[config.mk]
export PLATFORM = sky130hd
export DESIGN_NAME = k_smallest_select_unit
export DESIGN_NICKNAME = d
export VERILOG_FILES = /design/src/rtl/core/kss_pkg.sv /design/src/rtl/core/k_smallest_select_unit.sv
export SDC_FILE = /design/constraint.sdc
export NUM_CORES = 2
export LEC_CHECK = 0
export BUFFER_PORTS_ARGS = -buffer_cell sky130_fd_sc_hd__buf_4
export CAP_MARGIN = 20
export CORE_AREA = 2 2 551 553
export CTS_BUF_LIST = sky130_fd_sc_hd__clkbuf_2 sky130_fd_sc_hd__clkbuf_4 sky130_fd_sc_hd__clkbuf_8
export CTS_CLUSTER_SIZE = 28
export DETAILED_ROUTE_END_ITERATION = 10
export DIE_AREA = 0 0 553 555
export PLACE_DENSITY = 0.46
export SYNTH_ARGS = -nofsm -noshare
export SYNTH_HDL_FRONTEND = slang
export SYNTH_SLANG_ARGS = --single-unit
[constraint.sdc]
create_clock -name clk_i -period 5.2 [get_ports clk_i]
set_input_delay 0.26 -clock clk_i [delete_from_list [all_inputs] [get_ports clk_i]]
set_output_delay 0.26 -clock clk_i [all_outputs]
set_load 0.02 [all_outputs]
[src/rtl/core/kss_pkg.sv]
// Shared widths and sequencer step codes of the k-smallest select unit.
`default_nettype none

package kss_pkg;

  localparam int unsigned DataW = 32;
  localparam int unsigned KW    = 7;
  localparam int unsigned StepW = 3;

  localparam logic [StepW-1:0] STEP_M1    = 3'd0;
  localparam logic [StepW-1:0] STEP_M2    = 3'd1;
  localparam logic [StepW-1:0] STEP_M3    = 3'd2;
  localparam logic [StepW-1:0] STEP_M4    = 3'd3;
  localparam logic [StepW-1:0] STEP_SCAN  = 3'd4;
  localparam logic [StepW-1:0] STEP_FINAL = 3'd5;

endpackage

`default_nettype wire

[src/rtl/core/k_smallest_select_unit.sv]
// Top level of the k-smallest select unit: element store, quickselect sequencer, result register.
//
// Channel   Direction  Payload                                Handshake
// s_axis    in         tdata = value, tlast = last            s_axis_tvalid / s_axis_tready
// m_axis    out        tdata = result_value, tuser = status,  m_axis_tvalid / m_axis_tready
//                      tlast = final_res
// cfg       in         cfg_data_i = k_count                   cfg_valid_i / cfg_ready_o
//
// Loading accepts one word per cycle; the store has one write port and two read ports.
// Each quickselect pass picks a median-of-three pivot, then scans the segment element by element,
// using the single compare-and-swap unit working on the store.
// Each result word is read in ST_ORD, then registered in ST_OWR once the output side is free.
// Input is accepted only while loading; the result register frees the output side from it.
// Reset clears the control state; the element store holds no reset value.
`default_nettype none

module k_smallest_select_unit
  import kss_pkg::*;
#(
  parameter int unsigned DEPTH = 64
) (
  input  wire logic             clk_i,
  input  wire logic             rst_ni,
  input  wire logic             s_axis_tvalid,
  output logic                  s_axis_tready,
  input  wire logic [DataW-1:0] s_axis_tdata,   // [31:0] value
  input  wire logic             s_axis_tlast,
  output logic                  m_axis_tvalid,
  input  wire logic             m_axis_tready,
  output logic [DataW-1:0]      m_axis_tdata,   // [31:0] result_value
  output logic                  m_axis_tuser,   // [0] status
  output logic                  m_axis_tlast,
  input  wire logic             cfg_valid_i,
  output logic                  cfg_ready_o,
  input  wire logic [KW-1:0]    cfg_data_i
);

  localparam int unsigned AW = (DEPTH > 1) ? $clog2(DEPTH) : 1;
  localparam int unsigned CW = $clog2(DEPTH + 1);

  localparam logic [2:0] ST_LOAD = 3'd0;
  localparam logic [2:0] ST_RD   = 3'd1;
  localparam logic [2:0] ST_CMP  = 3'd2;
  localparam logic [2:0] ST_W2   = 3'd3;
  localparam logic [2:0] ST_ERR  = 3'd4;
  localparam logic [2:0] ST_ORD  = 3'd5;
  localparam logic [2:0] ST_OWR  = 3'd6;

  function automatic logic [AW-1:0] mid_of(input logic [AW-1:0] lo, input logic [AW-1:0] hi);
    logic [AW:0] sum;
    sum = {1'b0, lo} + {1'b0, hi};
    return sum[AW:1];
  endfunction

  logic [2:0]       state_q, state_d;
  logic [StepW-1:0] step_q, step_d;
  logic [AW-1:0]    a_q, a_d, b_q, b_d;
  logic [AW-1:0]    lo_q, lo_d, hi_q, hi_d, tgt_q, tgt_d, bnd_q, bnd_d;
  logic [CW-1:0]    count_q, count_d;
  logic [KW-1:0]    k_q, k_d;
  logic [DataW-1:0] pivot_q, pivot_d;
  logic             out_valid_q, out_valid_d;
  logic [DataW-1:0] out_data_q, out_data_d;
  logic             out_user_q, out_user_d, out_last_q, out_last_d;

  logic [DataW-1:0] mem_q [DEPTH];
  logic [DataW-1:0] rd_a_q, rd_b_q;
  logic             mem_we;
  logic [AW-1:0]    mem_wa;
  logic [DataW-1:0] mem_wd;

  logic             s_acc, out_free, swap, adv, not_full;
  logic [CW-1:0]    cnt_new;
  logic [AW:0]      scan_nx;
  logic [AW-1:0]    bnd_nx, nlo, nhi;

  assign s_axis_tready = (state_q == ST_LOAD);
  assign s_acc         = s_axis_tvalid && s_axis_tready;
  assign cfg_ready_o   = 1'b1;
  assign m_axis_tvalid = out_valid_q;
  assign m_axis_tdata  = out_data_q;
  assign m_axis_tuser  = out_user_q;
  assign m_axis_tlast  = out_last_q;
  assign out_free      = !out_valid_q || m_axis_tready;

  assign not_full = (count_q < CW'(DEPTH));
  assign cnt_new  = count_q + CW'(not_full);

  always_comb begin
    unique case (step_q)
      STEP_M1, STEP_M2, STEP_M3: swap = ($signed(rd_b_q) < $signed(rd_a_q));
      STEP_SCAN:                 swap = !($signed(pivot_q) < $signed(rd_b_q));
      default:                   swap = 1'b1;
    endcase
  end

  assign adv     = ((state_q == ST_CMP) && !swap) || (state_q == ST_W2);
  assign scan_nx = {1'b0, b_q} + {{AW{1'b0}}, 1'b1};
  assign bnd_nx  = bnd_q + AW'(state_q == ST_W2);

  always_comb begin
    nlo = lo_q;
    nhi = hi_q;
    if (bnd_q > tgt_q) begin
      nhi = bnd_q - AW'(1);
    end else begin
      nlo = bnd_q + AW'(1);
    end
  end

  always_comb begin
    state_d     = state_q;
    step_d      = step_q;
    a_d         = a_q;
    b_d         = b_q;
    lo_d        = lo_q;
    hi_d        = hi_q;
    tgt_d       = tgt_q;
    bnd_d       = bnd_q;
    count_d     = count_q;
    k_d         = k_q;
    pivot_d     = pivot_q;
    out_valid_d = out_valid_q && !m_axis_tready;
    out_data_d  = out_data_q;
    out_user_d  = out_user_q;
    out_last_d  = out_last_q;
    mem_we      = 1'b0;
    mem_wa      = a_q;
    mem_wd      = rd_b_q;

    if (cfg_valid_i) begin
      k_d = cfg_data_i;
    end

    unique case (state_q)
      ST_LOAD: begin
        mem_wa = count_q[AW-1:0];
        mem_wd = s_axis_tdata;
        if (s_acc) begin
          mem_we  = not_full;
          count_d = cnt_new;
          if (s_axis_tlast) begin
            count_d = '0;
            if ((k_q == '0) || (k_q > KW'(cnt_new))) begin
              state_d = ST_ERR;
            end else begin
              lo_d    = '0;
              hi_d    = AW'(cnt_new - CW'(1));
              tgt_d   = AW'(k_q - KW'(1));
              a_d     = '0;
              b_d     = mid_of('0, AW'(cnt_new - CW'(1)));
              step_d  = STEP_M1;
              state_d = ST_RD;
            end
          end
        end
      end
      ST_RD: begin
        state_d = ST_CMP;
      end
      ST_CMP: begin
        if (swap) begin
          mem_we  = 1'b1;
          mem_wa  = a_q;
          mem_wd  = rd_b_q;
          state_d = ST_W2;
        end
      end
      ST_W2: begin
        mem_we = 1'b1;
        mem_wa = b_q;
        mem_wd = rd_a_q;
      end
      ST_ERR: begin
        if (out_free) begin
          out_valid_d = 1'b1;
          out_data_d  = '0;
          out_user_d  = 1'b1;
          out_last_d  = 1'b1;
          state_d     = ST_LOAD;
        end
      end
      ST_ORD: begin
        state_d = ST_OWR;
      end
      ST_OWR: begin
        if (out_free) begin
          out_valid_d = 1'b1;
          out_data_d  = rd_a_q;
          out_user_d  = 1'b0;
          out_last_d  = (a_q == tgt_q);
          a_d         = a_q + AW'(1);
          state_d     = (a_q == tgt_q) ? ST_LOAD : ST_ORD;
        end
      end
      default: begin
        state_d = ST_LOAD;
      end
    endcase

    if (adv) begin
      state_d = ST_RD;
      unique case (step_q)
        STEP_M1: begin
          a_d    = lo_q;
          b_d    = hi_q;
          step_d = STEP_M2;
        end
        STEP_M2: begin
          a_d    = mid_of(lo_q, hi_q);
          b_d    = hi_q;
          step_d = STEP_M3;
        end
        STEP_M3: begin
          step_d = STEP_M4;
        end
        STEP_M4: begin
          pivot_d = rd_a_q;
          bnd_d   = lo_q;
          a_d     = lo_q;
          if (lo_q < hi_q) begin
            b_d    = lo_q;
            step_d = STEP_SCAN;
          end else begin
            b_d    = hi_q;
            step_d = STEP_FINAL;
          end
        end
        STEP_SCAN: begin
          bnd_d = bnd_nx;
          a_d   = bnd_nx;
          if (scan_nx < {1'b0, hi_q}) begin
            b_d = scan_nx[AW-1:0];
          end else begin
            b_d    = hi_q;
            step_d = STEP_FINAL;
          end
        end
        default: begin
          if (bnd_q == tgt_q) begin
            a_d     = '0;
            state_d = ST_ORD;
          end else begin
            lo_d   = nlo;
            hi_d   = nhi;
            a_d    = nlo;
            b_d    = mid_of(nlo, nhi);
            step_d = STEP_M1;
          end
        end
      endcase
    end
  end

  always_ff @(posedge clk_i) begin
    if (mem_we) begin
      mem_q[mem_wa] <= mem_wd;
    end
    rd_a_q <= mem_q[a_q];
    rd_b_q <= mem_q[b_q];
  end

  always_ff @(posedge clk_i or negedge rst_ni) begin
    if (!rst_ni) begin
      state_q     <= ST_LOAD;
      step_q      <= STEP_M1;
      a_q         <= '0;
      b_q         <= '0;
      lo_q        <= '0;
      hi_q        <= '0;
      tgt_q       <= '0;
      bnd_q       <= '0;
      count_q     <= '0;
      k_q         <= KW'(1);
      out_valid_q <= 1'b0;
    end else begin
      state_q     <= state_d;
      step_q      <= step_d;
      a_q         <= a_d;
      b_q         <= b_d;
      lo_q        <= lo_d;
      hi_q        <= hi_d;
      tgt_q       <= tgt_d;
      bnd_q       <= bnd_d;
      count_q     <= count_d;
      k_q         <= k_d;
      out_valid_q <= out_valid_d;
    end
  end

  always_ff @(posedge clk_i) begin
    pivot_q    <= pivot_d;
    out_data_q <= out_data_d;
    out_user_q <= out_user_d;
    out_last_q <= out_last_d;
  end

  a_count_idle: assert property (@(posedge clk_i) disable iff (!rst_ni)
    (state_q != ST_LOAD) |-> (count_q == '0))
    else $error("Element count is not cleared outside loading.");

  a_target_in_segment: assert property (@(posedge clk_i) disable iff (!rst_ni)
    ((state_q == ST_RD) || (state_q == ST_CMP) || (state_q == ST_W2))
      |-> ((lo_q <= tgt_q) && (tgt_q <= hi_q)))
    else $error("Target position left the active segment.");

  a_scan_bounds: assert property (@(posedge clk_i) disable iff (!rst_ni)
    ((state_q == ST_RD) && (step_q == STEP_SCAN)) |-> ((bnd_q <= b_q) && (b_q < hi_q)))
    else $error("Partition scan is out of bounds.");

  a_error_final: assert property (@(posedge clk_i) disable iff (!rst_ni)
    (m_axis_tvalid && m_axis_tuser) |-> m_axis_tlast)
    else $error("Error word is not flagged as final.");

endmodule

`default_nettype wire

==> metrics.txt <==
status complete, but fails checks; failing checks antenna rules; Synth top cells by count edfxtp_1 (2114), mux4_2 (1009), mux2i_1 (450); Rel. slew slack 0.178; Die X 553 um; min Tclk post-route 4.68 ns; CTS root buffer clkbuf_8; Sequential Power Share 0.331; H-tree levels 5; final design utilization 0.403; critical path endpoint category register; Critical Path Fanout Max 32; placed inst area 113000 sq um; vias in the first global route 62093; count of cell types in the netlist 75; port bufs 80; Synth async-reset ratio 0.0255; final instance area 121000 sq um; placed cell count 9639; Total Neg Setup Slack 0 ns; fmax 214 MHz; 1st-iter DRT viols 8189; Vias/cell 6.05; Layout Cells excl Fill 10424; Clock Pin Slew Worst Setup and Hold Paths 0.07 ns; gr usage total 0.252; final RePlAce weighted congestion 0.853; final WL 391 mm; leak pwr 38.8 nW; global route overflow 0; cell chain of the critical path inv_1 > ha_1 > nand4_1 > nor4_1 > o221ai_1 > nand3_1 > o211ai_1 > a31oi_1 > nor3_2 > o21bai_4 > buf_12 > buf_4 > nor2_4 > buf_12; Hold WC Path Type in2reg; FF+latch count, synth 2235; area of the die 307000 sq um; most common cell in the netlist edfxtp_1; Ports 82; setup violators final 0; CTS tree yes; Worst Path Arrival 5.43 ns; startpoint types register; CP dominant cell by count buf_12; Worst Tran Pin Value 1.23 ns; share of layout cells above drive strength 1 0.333; area leader, netlist edfxtp_1; Mapped Nets 5863; Internal 0.0471 W; Num CTS Buffers 401; Slowest-stage cell, CP o21bai_4; Post-Syn Area 105000 sq um; register area share after synthesis 0.630; CP Class reg2reg; Max rail drop VDD 426 uV; top cell type's share of synthesized area 0.604; HPWL Detailed 254 mm; clk sink count 2235; chip height 555 um; CP peak stage delay 0.83 ns; largest net degree at the start of global routing 123; PnR Total Power 0.0810 W; Remaining DRCs 0; nets@finish 6243; fin crit share 0.900; clock share of power 0.206; post_cts resized 0; core area 301000 sq um; initial core utilization 0.349; Synth Warn # 0; Hold Buf Count CTS 29; global-route wire length before repair 537 mm; skew final 0.0782 ns; post-synthesis cell count 5713; Final Hold Viols 0; Synth area leaders edfxtp_1 (60%), mux4_2 (22%), mux2i_1 (4.3%); initial antenna violation count 54; switching power 0.0340 W; Clock Latency Late Sink 1.08 ns; Area Overhead vs Synth 15.4%; postcts setup bufs 0; Vias 63041; Main synth FF type edfxtp_1; Pre-Repair DR Iteration Count 8; RSZ-0062 raised after global routing false; Antenna Nets Post-Route 1; EDFF count, synth 2114; Power Dens Cells 668 nW/um^2; Final Max Slew Viols 0; Clock Path Buffers 4; post-synthesis area per instance 18.4 sq um; Logic pwr share 0.463; maxcap violations 0; wire per inst 37.5 um; switch share 0.419; Crit path required time 5.95 ns; standard-cell row count 202
## critical path: cells and delay by family, from the launching register on
kind | cells | cell delay, ns
flops | 1 | 0.38
buf+inv | 4 | 0.83
compound gates | 4 | 1.57
fa+ha+maj | 1 | 0.31
simple gates | 5 | 1.13
## power groups by stage
stage	clock [W]	combinational (W)	sequential, W
after floorplan	0	0.0198	0.0266
after global placement	0	0.0373	0.0271
after detailed placement	0	0.0373	0.0272
after CTS	0.0171	0.0374	0.0268
after global routing	0.0178	0.0389	0.0270
final	0.0167	0.0375	0.0268
## cell type report
cell class                 instances  area (sq um)
multi-input combinational       2940         37300
inverter                         106           405
sequential                      2235         66200
antenna                           35          87.6
clock inverter                   192          1340
fill                           27015        180000
clock buffer                     529          6570
tap                             3978          4980
timing repair buffer             409          4390
## layer usage
layer | part of all wire | global-route usage
met1 | 0.44 | 0.371
met2 | 0.45 | 0.378
met3 | 0.082 | 0.0427
met4 | 0.032 | 0.0809
met5 | 0.00024 | 0
## kinds of logic (layout without fill, tap and decap cells)
family,Yosys count,in the layout,synth area share
compound gates,732,732,0.0483
flops,2235,2235,0.630
buf+inv,538,1236,0.0213
xor+xnor,43,43,0.00371
mux,1468,1468,0.260
fa+ha+maj,105,105,0.0126
simple gates,591,591,0.0241
other cells,1,36,0.0000357
## flip-flops by register name (all words and copies together), names as in the netlist
register / flops
k_q: 7
tgt_q: 6
a_q: 6
step_q: 3
hi_q: 6
m_axis_tvalid: 1
b_q: 6
rd_b_q: 32
count_q: 7
rd_a_q: 32
m_axis_tlast: 1
bnd_q: 6
mem_q: 2048
m_axis_tuser: 1
state_q: 3
m_axis_tdata: 32
lo_q: 6
pivot_q: 32
## worst paths after layout
kind	cells past startpoint	start	end	slack, ns
worst max-delay path	14	rd_b_q[31]	mem_q[25][21]	0.52
worst min-delay path	3	s_axis_tdata[23]	mem_q[12][23]	0.08
worst max register to register	14	rd_b_q[31]	mem_q[25][21]	0.52
worst min register to register	0	rd_a_q[14]	pivot_q[14]	0.45
max in group asynchronous	4	rst_ni	a_q[0]	4.54
min in group asynchronous	3	rst_ni	k_q[0]	0.31
## per-stage QoR
stage,hold WS [ns],setup slack (ns)
finish,0.0809,0.518
global placement,0.389,0.603
floorplan,-0.0356,1.09
detailed placement,0.398,0.636
global route,0.103,0.328
CTS,0.0110,0.545
## cell usage in the layout, fill, tap and decap left out, types with 10 or more instances in the layout
cell and instances:
a31oi_1 12, clkinvlp_4 14, dfxtp_1 64, o22ai_1 124
diode_2 35, a21oi_1 180, edfxtp_1 2114, nand3_1 33
nor2_4 67, mux2i_1 450, buf_12 98, clkbuf_4 113
mux4_2 1009, inv_1 104, ha_1 103, clkinv_2 40
dfrtp_4 12, nand2b_1 13, nand2_1 274, nand4_1 15
a22oi_1 35, clkinv_1 111, bufinv_16 15, o221ai_1 224
xnor2_1 22, dfrtp_1 44, nor2_1 99, nand2_4 17
dlygate4sd3_1 28, o211ai_1 12, xor2_1 20, nor3_1 18
buf_4 282, o21ai_0 67, nor2b_1 10, clkbuf_8 416
Note: power is estimated with default switching activity, not from simulation.
